File: src/design/trie_prefix_origin_lookup_top_defines.svh
// Assertion macros for the prefix origin lookup block.
// Used by trie_prefix_origin_lookup_top; expects clk_i and rst_ni in scope.
`ifndef TRIE_PREFIX_ORIGIN_LOOKUP_TOP_DEFINES_SVH
`define TRIE_PREFIX_ORIGIN_LOOKUP_TOP_DEFINES_SVH

// Same-cycle implication, checked out of reset
`define TPOL_ASSERT_NOW(label, ante, cons, msg) \
  label: assert property (@(posedge clk_i) disable iff (!rst_ni) (ante) |-> (cons)) \
    else $error(msg);

// Next-cycle implication, checked out of reset
`define TPOL_ASSERT_NEXT(label, ante, cons, msg) \
  label: assert property (@(posedge clk_i) disable iff (!rst_ni) (ante) |=> (cons)) \
    else $error(msg);

`endif

File: src/design/tpol_pkg.sv
// Shared types and constants of the prefix origin lookup block.
// Used by tpol_ctrl, tpol_dp and trie_prefix_origin_lookup_top; no dependencies.
package tpol_pkg;

  localparam int unsigned NODE_DEPTH_DEF = 4096;
  localparam int unsigned ROOT_COUNT     = 256;
  localparam int unsigned ROOT_AW        = 8;
  localparam int unsigned IDX_W          = 12;
  localparam int unsigned WALK_LIMIT     = 25;
  localparam int unsigned VISIT_W        = $clog2(WALK_LIMIT);
  localparam logic [5:0]  FULL_LENGTH    = 6'd32;

  typedef enum logic [1:0] {
    OP_LOOKUP  = 2'd0,
    OP_NODE_WR = 2'd1,
    OP_ROOT_WR = 2'd2,
    OP_NONE    = 2'd3
  } opcode_e;

  typedef struct packed {
    logic [1:0]       opcode;
    logic [31:0]      lookup_address;
    logic [IDX_W-1:0] node_index;
    logic [31:0]      node_prefix;
    logic [5:0]       node_length;
    logic [15:0]      node_origin;
    logic [IDX_W-1:0] left_child;
    logic [IDX_W-1:0] right_child;
    logic [7:0]       root_slot;
    logic [IDX_W-1:0] root_node;
  } in_item_t;

  typedef struct packed {
    logic [15:0] origin_asn;
    logic        found;
  } out_item_t;

  // One trie node as held in the node memory
  typedef struct packed {
    logic [31:0]      prefix;
    logic [5:0]       length;
    logic [15:0]      origin;
    logic [IDX_W-1:0] left;
    logic [IDX_W-1:0] right;
  } node_t;

  // Controller to datapath
  typedef struct packed {
    logic accept;
    logic root_step;
    logic node_step;
    logic load_out;
  } cmd_t;

  // Datapath to controller
  typedef struct packed {
    logic root_end;
    logic node_stop;
  } sts_t;

endpackage

File: src/design/tpol_ctrl.sv
// Controller of the prefix origin lookup: walk sequencer, visit counter and
// output valid. Depends on tpol_pkg.
module tpol_ctrl (
  input  logic           clk_i,
  input  logic           rst_ni,
  input  logic           in_valid_i,
  output logic           in_stall_o,
  input  logic [1:0]     opcode_i,
  output logic           out_valid_o,
  input  logic           out_stall_i,
  output tpol_pkg::cmd_t cmd_o,
  input  tpol_pkg::sts_t sts_i
);

  localparam logic [1:0] ST_IDLE = 2'd0;
  localparam logic [1:0] ST_ROOT = 2'd1;
  localparam logic [1:0] ST_NODE = 2'd2;
  localparam logic [1:0] ST_DONE = 2'd3;

  logic [1:0]                   state_q, state_d;
  logic [tpol_pkg::VISIT_W-1:0] visits_q, visits_d;
  logic                         out_valid_q, out_valid_d;
  logic                         out_free;

  assign out_free = !out_valid_q || !out_stall_i;

  // Sequence one item at a time
  always_comb begin
    state_d  = state_q;
    visits_d = visits_q;
    cmd_o    = '0;
    unique case (state_q)
      ST_IDLE: begin
        cmd_o.accept = in_valid_i;
        if (in_valid_i && (opcode_i == tpol_pkg::OP_LOOKUP)) begin
          state_d = ST_ROOT;
        end
      end
      ST_ROOT: begin
        cmd_o.root_step = 1'b1;
        visits_d        = '0;
        state_d         = sts_i.root_end ? ST_DONE : ST_NODE;
      end
      ST_NODE: begin
        cmd_o.node_step = 1'b1;
        visits_d        = visits_q + 1'b1;
        if (sts_i.node_stop ||
            (visits_q == tpol_pkg::VISIT_W'(tpol_pkg::WALK_LIMIT - 1))) begin
          state_d = ST_DONE;
        end
      end
      ST_DONE: begin
        if (out_free) begin
          cmd_o.load_out = 1'b1;
          state_d        = ST_IDLE;
        end
      end
      default: state_d = ST_IDLE;
    endcase
  end

  // Hold the result beat until the receiver takes it
  always_comb begin
    if (cmd_o.load_out) begin
      out_valid_d = 1'b1;
    end else if (!out_stall_i) begin
      out_valid_d = 1'b0;
    end else begin
      out_valid_d = out_valid_q;
    end
  end

  always_ff @(posedge clk_i or negedge rst_ni) begin
    if (!rst_ni) begin
      state_q     <= ST_IDLE;
      visits_q    <= '0;
      out_valid_q <= 1'b0;
    end else begin
      state_q     <= state_d;
      visits_q    <= visits_d;
      out_valid_q <= out_valid_d;
    end
  end

  assign in_stall_o  = (state_q != ST_IDLE);
  assign out_valid_o = out_valid_q;

endmodule

File: config.mk
export PLATFORM = sky130hd
export DESIGN_NAME = tpol_ctrl
export DESIGN_NICKNAME = d
export VERILOG_FILES = /design/src/design/trie_prefix_origin_lookup_top_defines.svh /design/src/design/tpol_pkg.sv /design/src/design/tpol_ctrl.sv
export SDC_FILE = /design/constraint.sdc
export NUM_CORES = 1
export LEC_CHECK = 0
export ABC_AREA = 1
export BUFFER_PORTS_ARGS = -buffer_cell sky130_fd_sc_hd__clkbuf_2
export CORE_ASPECT_RATIO = 0.7
export CORE_MARGIN = 2
export CORE_UTILIZATION = 25
export CTS_CLUSTER_DIAMETER = 60
export DETAILED_ROUTE_END_ITERATION = 7
export PLACE_DENSITY = 0.54
export SYNTH_ARGS = -nofsm -noshare
export SYNTH_HDL_FRONTEND = slang
export SYNTH_SLANG_ARGS = --single-unit
File: constraint.sdc
create_clock -name clk_i -period 3.25 [get_ports clk_i]
set_input_delay 0.65 -clock clk_i [delete_from_list [all_inputs] [get_ports clk_i]]
set_output_delay 0.65 -clock clk_i [all_outputs]
set_load 0.1 [all_outputs]
After elaboration in Yosys (flattened, before gate mapping). Cells that the tools add are included.

Flip-flop bits (word level): 8. Latch bits: 0. Bits in writable memories: 0. Memory bits (read-only): 0. Logic and storage cells: 35. Memories: 0.

$add $sub $neg: 1. Multipliers: 0. Div/mod/pow operators: 0. $lt $le $gt $ge: 0. Eq/ne operators: 8. Shifts and indexed selects: 0. Multiplexer cells: 13. Bitwise logic cells: 0. Reductions and logical operators: 10.

Operators with widths (number): $pmux 5 s2 (1); $mux 1 (8); $pmux 2 s4 (1); $mux 2 (3); $ne 2x2->1 const B (3); $add 5x1->5 const B (1); $eq 5x5->1 const B (1); $eq 2x2->1 const B (2); $logic_not 2->1 (2); $reduce_bool 2->1 (2); $reduce_and 3->1 (1); $eq 2x1->1 const B (1); $logic_not 1->1 (2); $logic_or 1x1->1 (2); $ne 2x1->1 const B (1); $logic_and 1x1->1 (1).

Logic depth before layout (Yosys ltp). Gate-level depths: netlist of run 1.

Depth after elaboration: 5. Gate-level depth with buffers: 9. Depth with buffers taken out: 9.

Least setup slack after synthesis of run 1. Ideal clock, no wire load.

Path type: reg2out. Start: register out_valid_q, in the netlist out_valid_o. End: output cmd_o[0] (netlist bit). Arrival: 1400 ps. Data required time: 2600 ps. Setup slack: 1200 ps. Stages on the path, launching flop included: 5. Cells stage by stage: dfrtp_1 nand2_1 inv_1 nor2_1 buf_4.

RTL lines: start, declared (line tpol_ctrl.sv:22) `logic out_valid_q, out_valid_d;`; start signal, assigned (line tpol_ctrl.sv:81) `out_valid_q <= out_valid_d;`; end, declared (line tpol_ctrl.sv:11) `output tpol_pkg::cmd_t cmd_o,`.

==> results of run 1 <==
==> metal layers <==
layer / up-vias / GRT usage
met5: - / 0
met4: 0 / 0.0136
met3: 0 / 0.0549
met2: 10 / 0.119
met1: 197 / 0.134
li1: 234 / -
==> Yosys cell counts <==
library cell  number
nand3_2            2
buf_6              1
nand2_1           13
nor2_2             3
nand4_1            3
nor3_2             1
nor2_1             4
nor3_1             1
o21ai_0            2
nand2_2            1
buf_4              1
a21oi_1            2
inv_1             12
dfrtp_1            8
clkinv_1           1
ha_1               6
xor2_1             1
nand3_1            4
==> final timing paths <==
kind | startpoint | endpoint | slack, ps | cells after the start
setup / recovery | state_q[0]$_DFFE_PN0P_ | cmd_o[1] | 1050 | 3
min in group clk_i | out_valid_o$_DFFE_PN0P_ | out_valid_o$_DFFE_PN0P_ | 500 | 2
hold reg to reg | out_valid_o$_DFFE_PN0P_ | out_valid_o$_DFFE_PN0P_ | 500 | 2
max in group asynchronous | rst_ni | state_q[0]$_DFFE_PN0P_ | 2830 | 1
hold / removal | rst_ni | state_q[1]$_DFFE_PN0P_ | 230 | 1
setup reg to reg | state_q[0]$_DFFE_PN0P_ | visits_q[3]$_DFFE_PN0P_ | 1760 | 5
==> registers in the layout (all words and copies together), names as in the netlist <==
register / flops
visits_q: 5
state_q: 2
out_valid_o: 1
==> cell type report <==
| cell class | instances | area, sq um | share of cell area |
|---|---|---|---|
| Clock buffer | 3 | 22.5 | 0.0357 |
| Inverter | 13 | 48.8 | 0.0774 |
| Timing Repair Buffer | 13 | 65.1 | 0.103 |
| Sequential cell | 8 | 200 | 0.317 |
| Multi-Input combinational cell | 43 | 267 | 0.423 |
| Tap cell | 22 | 27.5 | 0.0437 |
==> through the flow <==
| stage | setup slack (ps) | std cells | utilization |
|---|---|---|---|
| 2_1_floorplan | 1200 | 66 | - |
| 3_3_place_gp | 1230 | 99 | 0.314 |
| 3_5_place_dp | 1190 | 99 | 0.314 |
| 4_1_cts | 1010 | 102 | 0.326 |
| 5_1_grt | 943 | 102 | 0.326 |
| 6_report | 1050 | 102 | 0.326 |
==> logic make-up (layout without fill, tap and decap cells) <==
kind of cell / Yosys count / count (layout) / share of synthesized area
and+or+nand+nor: 32 / 32 / 0.304
buffers and inverters: 15 / 29 / 0.126
DFF: 8 / 8 / 0.375
adders and majority gates: 6 / 6 / 0.141
AOI/OAI and AO/OA: 4 / 4 / 0.0375
xor gates and xnor gates: 1 / 1 / 0.0164
==> worst max-delay path, stage by stage, from the launching register on <==
cell and delay [ps]:
dfrtp_1 430, inv_1 120, ha_1 260, clkbuf_2 490
==> placed cells by master, fill, tap and decap left out <==
master     n
ha_1       6
nand3_2    2
clkbuf_4   3
nor3_1     1
clkbuf_2  13
o21ai_0    2
nand2_1   13
clkinv_1   1
nor2_1     4
xor2_1     1
nand3_1    4
inv_1     12
a21oi_1    2
nand4_1    3
nand2_2    1
nor3_2     1
dfrtp_1    8
nor2_2     3
==> summary.md, run 1 <==
| Metric | Value |
|---|---|
| Synthesized area per cell | `8.09 sq um` |
| Placer Congestion | `0.796` |
| Synthesized area | `534 sq um` |
| Synth top area share | `0.375` |
| Final Max Tran Viols | `0` |
| Tot GR Track Use | `0.0929` |
| # resized after CTS | `0` |
| Initial Util | `0.276` |
| Synth Register Bits | `8` |
| Unrepaired setup endpoints after global routing | `false` |
| Minimum clock period | `2200 ps` |
| Top cells by area, synth | `dfrtp_1, ha_1, nand2_1` |
| Synth area leader | `dfrtp_1` |
| Maxcap violations | `0` |
| Metal2 WL | `402 microns` |
| # diodes | `0` |
| # rows | `13` |
| Final hold viol count | `0` |
| Syn nets | `80` |
| Die Height | `42.7 microns` |
| CP max FO | `5` |
| TritonCTS Buffers | `3` |
| Filler cells | `223` |
| CORE AREA | `1940 sq um` |
| # DRC | `0` |
| Status | `complete, no violations` |
| I/O pin total | `14` |
| CP Class | `reg2out` |
| Met3 wire length | `70 microns` |
| CTS Root Buffer Type | `clkbuf_4` |
| Clock sink count | `8` |
| HP Class | `in2async` |
| Nets | `96` |
| Port bufs | `13` |
| Htree depth | `1` |
| Synth warn | `0` |
| Syn Inst Count | `66` |
| Die ar. | `2530 sq um` |
| Worst-margin pin slew | `542 ps` |
| First-pass GRT wire length | `1710 microns` |
| Starting DRT DRC Count | `3` |
| Vias in the first global route | `402` |
| Setup-failing EPs final | `0` |
| Later-pin clock latency in the skew report | `250 ps` |
| Die W | `59.3 microns` |
| Met1 Wirelength | `527 microns` |
| DP HPWL | `861 microns` |
| TritonCTS clock tree | `done` |
| Sum Neg Setup Slack | `0 ps` |
| Seq/Total Area, Yosys | `0.375` |
| Relative slew slack | `0.640` |
| Syn-to-layout area delta | `18.0%` |
| Final wirelength | `999 microns` |
| Post-route ant nets | `0` |
| Routed len/inst | `9.79 microns` |
| Initial antenna violation count | `0` |
| Fin crit share | `0.677` |
| CP Launch Type | `register` |
| DP Area | `608 sq um` |
| Largest net degree at the start of global routing | `10` |
| Clk_skew | `8.55 ps` |
| Final hold slack | `233 ps` |
| Arr. time, crit path | `1550 ps` |
| Hold buffers post-CTS | `0` |
| Share of layout cells above drive strength 1 | `0.288` |
| Post-synthesis cell type count | `18` |
| Vias/cell | `4.32` |
| Worst Path Required | `2600 ps` |
| Crit end category | `primary output` |
| TritonRoute pass-1 iters | `3` |
| Highest clock rate | `455 MHz` |
| Top layer in use | `met3` |
| Clock-pin slew on the worst setup and hold paths | `60 ps` |
| Via count | `441` |
| Post-route cell area | `631 sq um` |
| Max Buffers Root-to-Sink | `2` |
| Remaining global-route overflow | `0` |
| Post-CTS setup buffers | `0` |
Power of run 1 is left out: the tool's default activity adds up to more than one toggle a clock period on the data nets, which glitch-free logic cannot reach.
==> run 2, diff against run 1 <==
==> constraint.sdc (replaced) <==
create_clock -name clk_i -period 2.2 [get_ports clk_i]
set_input_delay 0.44 -clock clk_i [delete_from_list [all_inputs] [get_ports clk_i]]
set_output_delay 0.44 -clock clk_i [all_outputs]
set_load 0.1 [all_outputs]
==> summary.md, run 2 (same netlist as run 1, synthesis figures left out) <==
| Metric | Value |
|---|---|
| CP top delay family | `buffers and inverters` |
| TritonRoute pass-1 iters | `4` |
| Relative slew slack | `0.641` |
| # resized after CTS | `0` |
| TritonCTS clock tree | `done` |
| Maxcap violations | `0` |
| Worst Path Required | `1760 ps` |
| # rows | `13` |
| Unrepaired setup endpoints after global routing | `false` |
| Share of layout cells above drive strength 1 | `0.288` |
| Routed len/inst | `9.58 microns` |
| CP Class | `reg2out` |
| I/O pin total | `14` |
| Arr. time, crit path | `1590 ps` |
| DP HPWL | `766 microns` |
| Via count | `422` |
| Final hold slack | `21.0 ps` |
| Later-pin clock latency in the skew report | `260 ps` |
| Highest clock rate | `492 MHz` |
| Non-Filler Instances | `102` |
| Syn-to-layout area delta | `18.0%` |
| Most frequent cells in the layout | `nand2_1, clkbuf_2, inv_1` |
| Final wirelength | `977 microns` |
| First-pass GRT wire length | `1710 microns` |
| Worst-margin pin slew | `541 ps` |
| Filler cells | `214` |
| Die ar. | `2530 sq um` |
| Crit end category | `primary output` |
| CP max FO | `5` |
| CP Launch Type | `register` |
| Sum Neg Setup Slack | `0 ps` |
| Hold buffers post-CTS | `0` |
| Worst path cell trace | `inv_1 -> ha_1 -> clkbuf_2` |
| CORE AREA | `1940 sq um` |
| # placed instances | `99` |
| Post-route ant nets | `0` |
| Die Height | `42.7 microns` |
| Clock-pin slew on the worst setup and hold paths | `60 ps` |
| Clock sink count | `8` |
| Vias/cell | `4.14` |
| Tot GR Track Use | `0.0953` |
| Starting DRT DRC Count | `9` |
| Largest net degree at the start of global routing | `10` |
| Post-CTS setup buffers | `0` |
| Remaining global-route overflow | `0` |
| Nets | `96` |
| TritonCTS Buffers | `3` |
| Die W | `59.3 microns` |
| Port bufs | `13` |
| Fin crit share | `0.924` |
| CTS Root Buffer Type | `clkbuf_4` |
| Max reg flops | `5` |
| Max Buffers Root-to-Sink | `2` |
| Crit path largest cell delay | `500 ps` |
| CP Buf/Inv Count | `2` |
| Initial antenna violation count | `0` |
| # DRC | `0` |
| Final Max Tran Viols | `0` |
| Minimum clock period | `2030 ps` |
| Vias in the first global route | `382` |
| # diodes | `0` |
| Setup-failing EPs final | `0` |
| Placer Congestion | `0.762` |
| Status | `complete, no violations` |
| Initial Util | `0.276` |
| Htree depth | `1` |
| HP Class | `in2async` |
| Largest Register | `visits_q` |
| Clk_skew | `5.37 ps` |
| Crit path max-delay cell type | `clkbuf_2` |
| Final hold viol count | `0` |
==> run 2: cell counts in the layout (fill, tap and decap cells not counted) <==
No cell type changed its count.
==> run 2: through the flow <==
step           setup slack, ps  instance area (sq um)   util
2_1_floorplan              293                    534      -
3_3_place_gp               432                    608  0.314
3_5_place_dp               443                    608  0.314
4_1_cts                    156                    631  0.326
5_1_grt                   85.8                    631  0.326
6_report                   167                    631  0.326
==> run 2: final timing paths <==
| kind | cells past startpoint | to | slack (ps) | from |
|---|---|---|---|---|
| min reg2reg | 2 | out_valid_o$_DFFE_PN0P_ | 490 | out_valid_o$_DFFE_PN0P_ |
| min in group clk_i | 3 | out_valid_o$_DFFE_PN0P_ | 400 | out_stall_i |
| max | 3 | cmd_o[1] | 170 | state_q[0]$_DFFE_PN0P_ |
| max in group asynchronous | 1 | state_q[0]$_DFFE_PN0P_ | 1990 | rst_ni |
| min | 1 | visits_q[3]$_DFFE_PN0P_ | 20 | rst_ni |
| max reg2reg | 5 | visits_q[3]$_DFFE_PN0P_ | 730 | state_q[0]$_DFFE_PN0P_ |
==> run 2: final cells by class <==
cell class              count  area [sq um]  share of cell area
multi-input cells          43           267               0.423
clock buffers               3          22.5              0.0357
repair buffers             13          65.1               0.103
inverters                  13          48.8              0.0774
flip-flops and latches      8           200               0.317
well taps                  22          27.5              0.0437
==> run 2: routing by layer <==
layer  share of wire  track usage  vias up
li1                -            -      233
met1            0.59        0.147      179
met2            0.34       0.0989       10
met3           0.070       0.0640        0
met4               0       0.0273        0
met5               0            0        -
Power of run 2 is left out for the same reason.
==> run 3, diff against run 2 <==
--- a/config.mk
+++ b/config.mk
@@ -5,13 +5,13 @@
 export SDC_FILE = /design/constraint.sdc
 export NUM_CORES = 1
 export LEC_CHECK = 0
-export ABC_AREA = 1
 export BUFFER_PORTS_ARGS = -buffer_cell sky130_fd_sc_hd__clkbuf_2
 export CORE_ASPECT_RATIO = 0.7
 export CORE_MARGIN = 2
 export CORE_UTILIZATION = 25
 export CTS_CLUSTER_DIAMETER = 60
 export DETAILED_ROUTE_END_ITERATION = 7
+export HOLD_SLACK_MARGIN = 0.12
 export PLACE_DENSITY = 0.54
 export SYNTH_ARGS = -nofsm -noshare
 export SYNTH_HDL_FRONTEND = slang
==> summary.md, run 3 <==
| Metric | Value |
|---|---|
| Die ar. | `2440 sq um` |
| Syn nets | `64` |
| Crit. Startpoint | `state_q[1]$_DFFE_PN0P_` |
| Utilization after layout | `0.331` |
| Max Buffers Root-to-Sink | `2` |
| Worst Path Required | `1760 ps` |
| First-pass GRT wire length | `1790 microns` |
| Worst-margin pin slew | `542 ps` |
| DP HPWL | `824 microns` |
| Syn-to-layout area delta | `22.9%` |
| CP max FO | `4` |
| Minimum clock period | `2040 ps` |
| CP Class | `reg2out` |
| Die Height | `41.9 microns` |
| I/O pin total | `14` |
| Fin crit share | `0.925` |
| Crit path largest cell delay | `450 ps` |
| Worst path cell trace | `inv_1 -> ha_1 -> and2_1 -> clkbuf_2` |
| Worst flop-to-flop path startpoint | `state_q[0]$_DFFE_PN0P_` |
| Storage cell area | `200 sq um` |
| Final hold viol count | `0` |
| Initial antenna violation count | `0` |
| Htree depth | `1` |
| Port bufs | `13` |
| Sum Neg Setup Slack | `0 ps` |
| Starting DRT DRC Count | `8` |
| FF-to-FF End | `state_q[1]$_DFFE_PN0P_` |
| Critical Path Sink | `cmd_o[3]` |
| Crit end category | `primary output` |
| Final Max Tran Viols | `0` |
| Placer Congestion | `0.755` |
| Synthesized area per cell | `10.3 sq um` |
| Multi-input gate area | `279 sq um` |
| TritonRoute pass-1 iters | `4` |
| Synth Register Bits | `8` |
| CP top delay family | `buffers and inverters` |
| Clk_skew | `8.80 ps` |
| Share of layout cells above drive strength 1 | `0.258` |
| Clock-pin slew on the worst setup and hold paths | `50 ps` |
| Most common cell in the netlist | `dfrtp_1` |
| Filler cells | `199` |
| # DRC | `0` |
| Vias/cell | `4.76` |
| Most common cell after layout, fill and taps aside | `clkbuf_2` |
| Synth top area share | `0.390` |
| Remaining global-route overflow | `0` |
| R2R cell count | `5` |
| # diodes | `0` |
| CP Buf/Inv Count | `2` |
| # rows | `13` |
| CP Depth | `4` |
| HP Class | `in2reg` |
| Largest net degree at the start of global routing | `9` |
| Maxcap violations | `0` |
| Top cells by area, synth | `dfrtp_1, ha_1, mux2i_1` |
| Synth warn | `0` |
| Synth area leader | `dfrtp_1` |
| EDFF count, synth | `0` |
| Arr. time, crit path | `1600 ps` |
| Ys flop type | `dfrtp_1` |
| Setup-failing EPs final | `0` |
| Nets | `82` |
| # resized after CTS | `0` |
| Clock sink count | `8` |
| Post-route ant nets | `0` |
| TritonCTS Buffers | `3` |
| Routed len/inst | `11.7 microns` |
| Tot GR Track Use | `0.103` |
| Vias in the first global route | `394` |
| Unrepaired setup endpoints after global routing | `false` |
| Status | `complete, no violations` |
| Highest clock rate | `491 MHz` |
| Reg2reg setup slack | `590 ps` |
| Die W | `58.1 microns` |
| CP Launch Type | `register` |
| Seq/Total Area, Yosys | `0.390` |
| CTS Root Buffer Type | `clkbuf_4` |
| Syn Inst Count | `50` |
| Max reg flops | `5` |
| Final wirelength | `1030 microns` |
| Synthesized area | `513 sq um` |
| Later-pin clock latency in the skew report | `260 ps` |
| Post-synthesis cell type count | `22` |
| Largest Register | `visits_q` |
| Via count | `419` |
| Most frequent cells in the layout | `clkbuf_2, dfrtp_1, inv_1` |
| TritonCTS clock tree | `done` |
| Async SR Flop Fraction | `1.00` |
| Initial Util | `0.270` |
| Relative slew slack | `0.640` |
| CORE AREA | `1900 sq um` |
| Crit path max-delay cell type | `clkbuf_2` |
| Synth top cells by count | `dfrtp_1, inv_1, ha_1` |
## run 3: changes by cell type in the layout (fill, tap and decap cells not counted), moves of 2 or more
cell     previous run  this run
nor2_2              3         0
nor2_1              4         1
nand4_1             3         0
inv_1              12         7
nor2b_1             0         2
nand3_1             4         2
a22o_1              0         2
and3_1              0         3
nand3_2             2         0
nand2_1            13         2
mux2i_1             0         4
## run 3: cell type report
cell class / count / area share
inverter: 7 / 0.0417
clock buffer: 3 / 0.0357
tap: 22 / 0.0437
multi-input combinational: 34 / 0.442
sequential: 8 / 0.317
timing repair buffer: 14 / 0.119
## run 3: per-layer routing
metal,vias to the layer above,global-route usage,wire (microns),share of wire
met2,6,0.127,433,0.42
met5,-,0,0,0
met4,0,0.0558,19,0.019
met3,2,0.0561,48,0.047
met1,200,0.140,525,0.51
li1,211,-,-,-
## run 3: worst reg2reg max path: stages (launching register included)
cell      delay, ps
dfrtp_1         400
inv_1            90
ha_1            280
nor2b_1         180
a221oi_2        310
mux2i_1         250
## run 3: how the worst min path moves through the flow
stage,depth (start not counted),end,startpoint,slack (ps)
floorplan,0,out_valid_o$_DFFE_PN0P_,rst_ni,140
finish,2,out_valid_o$_DFFE_PN0P_,out_stall_i,430
global route,2,out_valid_o$_DFFE_PN0P_,out_stall_i,450
detailed placement,1,visits_q[3]$_DFFE_PN0P_,rst_ni,310
CTS,2,out_valid_o$_DFFE_PN0P_,out_stall_i,420
global placement,1,visits_q[3]$_DFFE_PN0P_,rst_ni,300
## run 3: logic make-up after synthesis
kind of cell / Yosys count / synth area share
multiplexers: 4 / 0.0781
buffers and inverters: 8 / 0.0659
AND/OR/NAND/NOR: 13 / 0.149
flip-flops: 8 / 0.390
adder cells (fa/ha/maj): 6 / 0.146
AO/OA/AOI/OAI: 11 / 0.171
## run 3: per-stage QoR
step / instances / instance area (sq um) / setup slack, ps / hold slack [ps]
after floorplan: 50 / 513 / 222 / 144
after global placement: 84 / 598 / 450 / 303
after detailed placement: 84 / 598 / 432 / 308
after CTS: 88 / 631 / 150 / 418
after global routing: 88 / 631 / 77.3 / 450
final: 88 / 631 / 165 / 425
## run 3: repair_timing
| action | 4_1_cts | 5_1_grt |
|---|---|---|
| hold buffers | 1 | 0 |
| buffers inserted | 0 | 0 |
| endpoints found under the setup margin | 0 | 0 |
| hold endpoints to repair | 8 | 0 |
Power of run 3 is left out for the same reason.
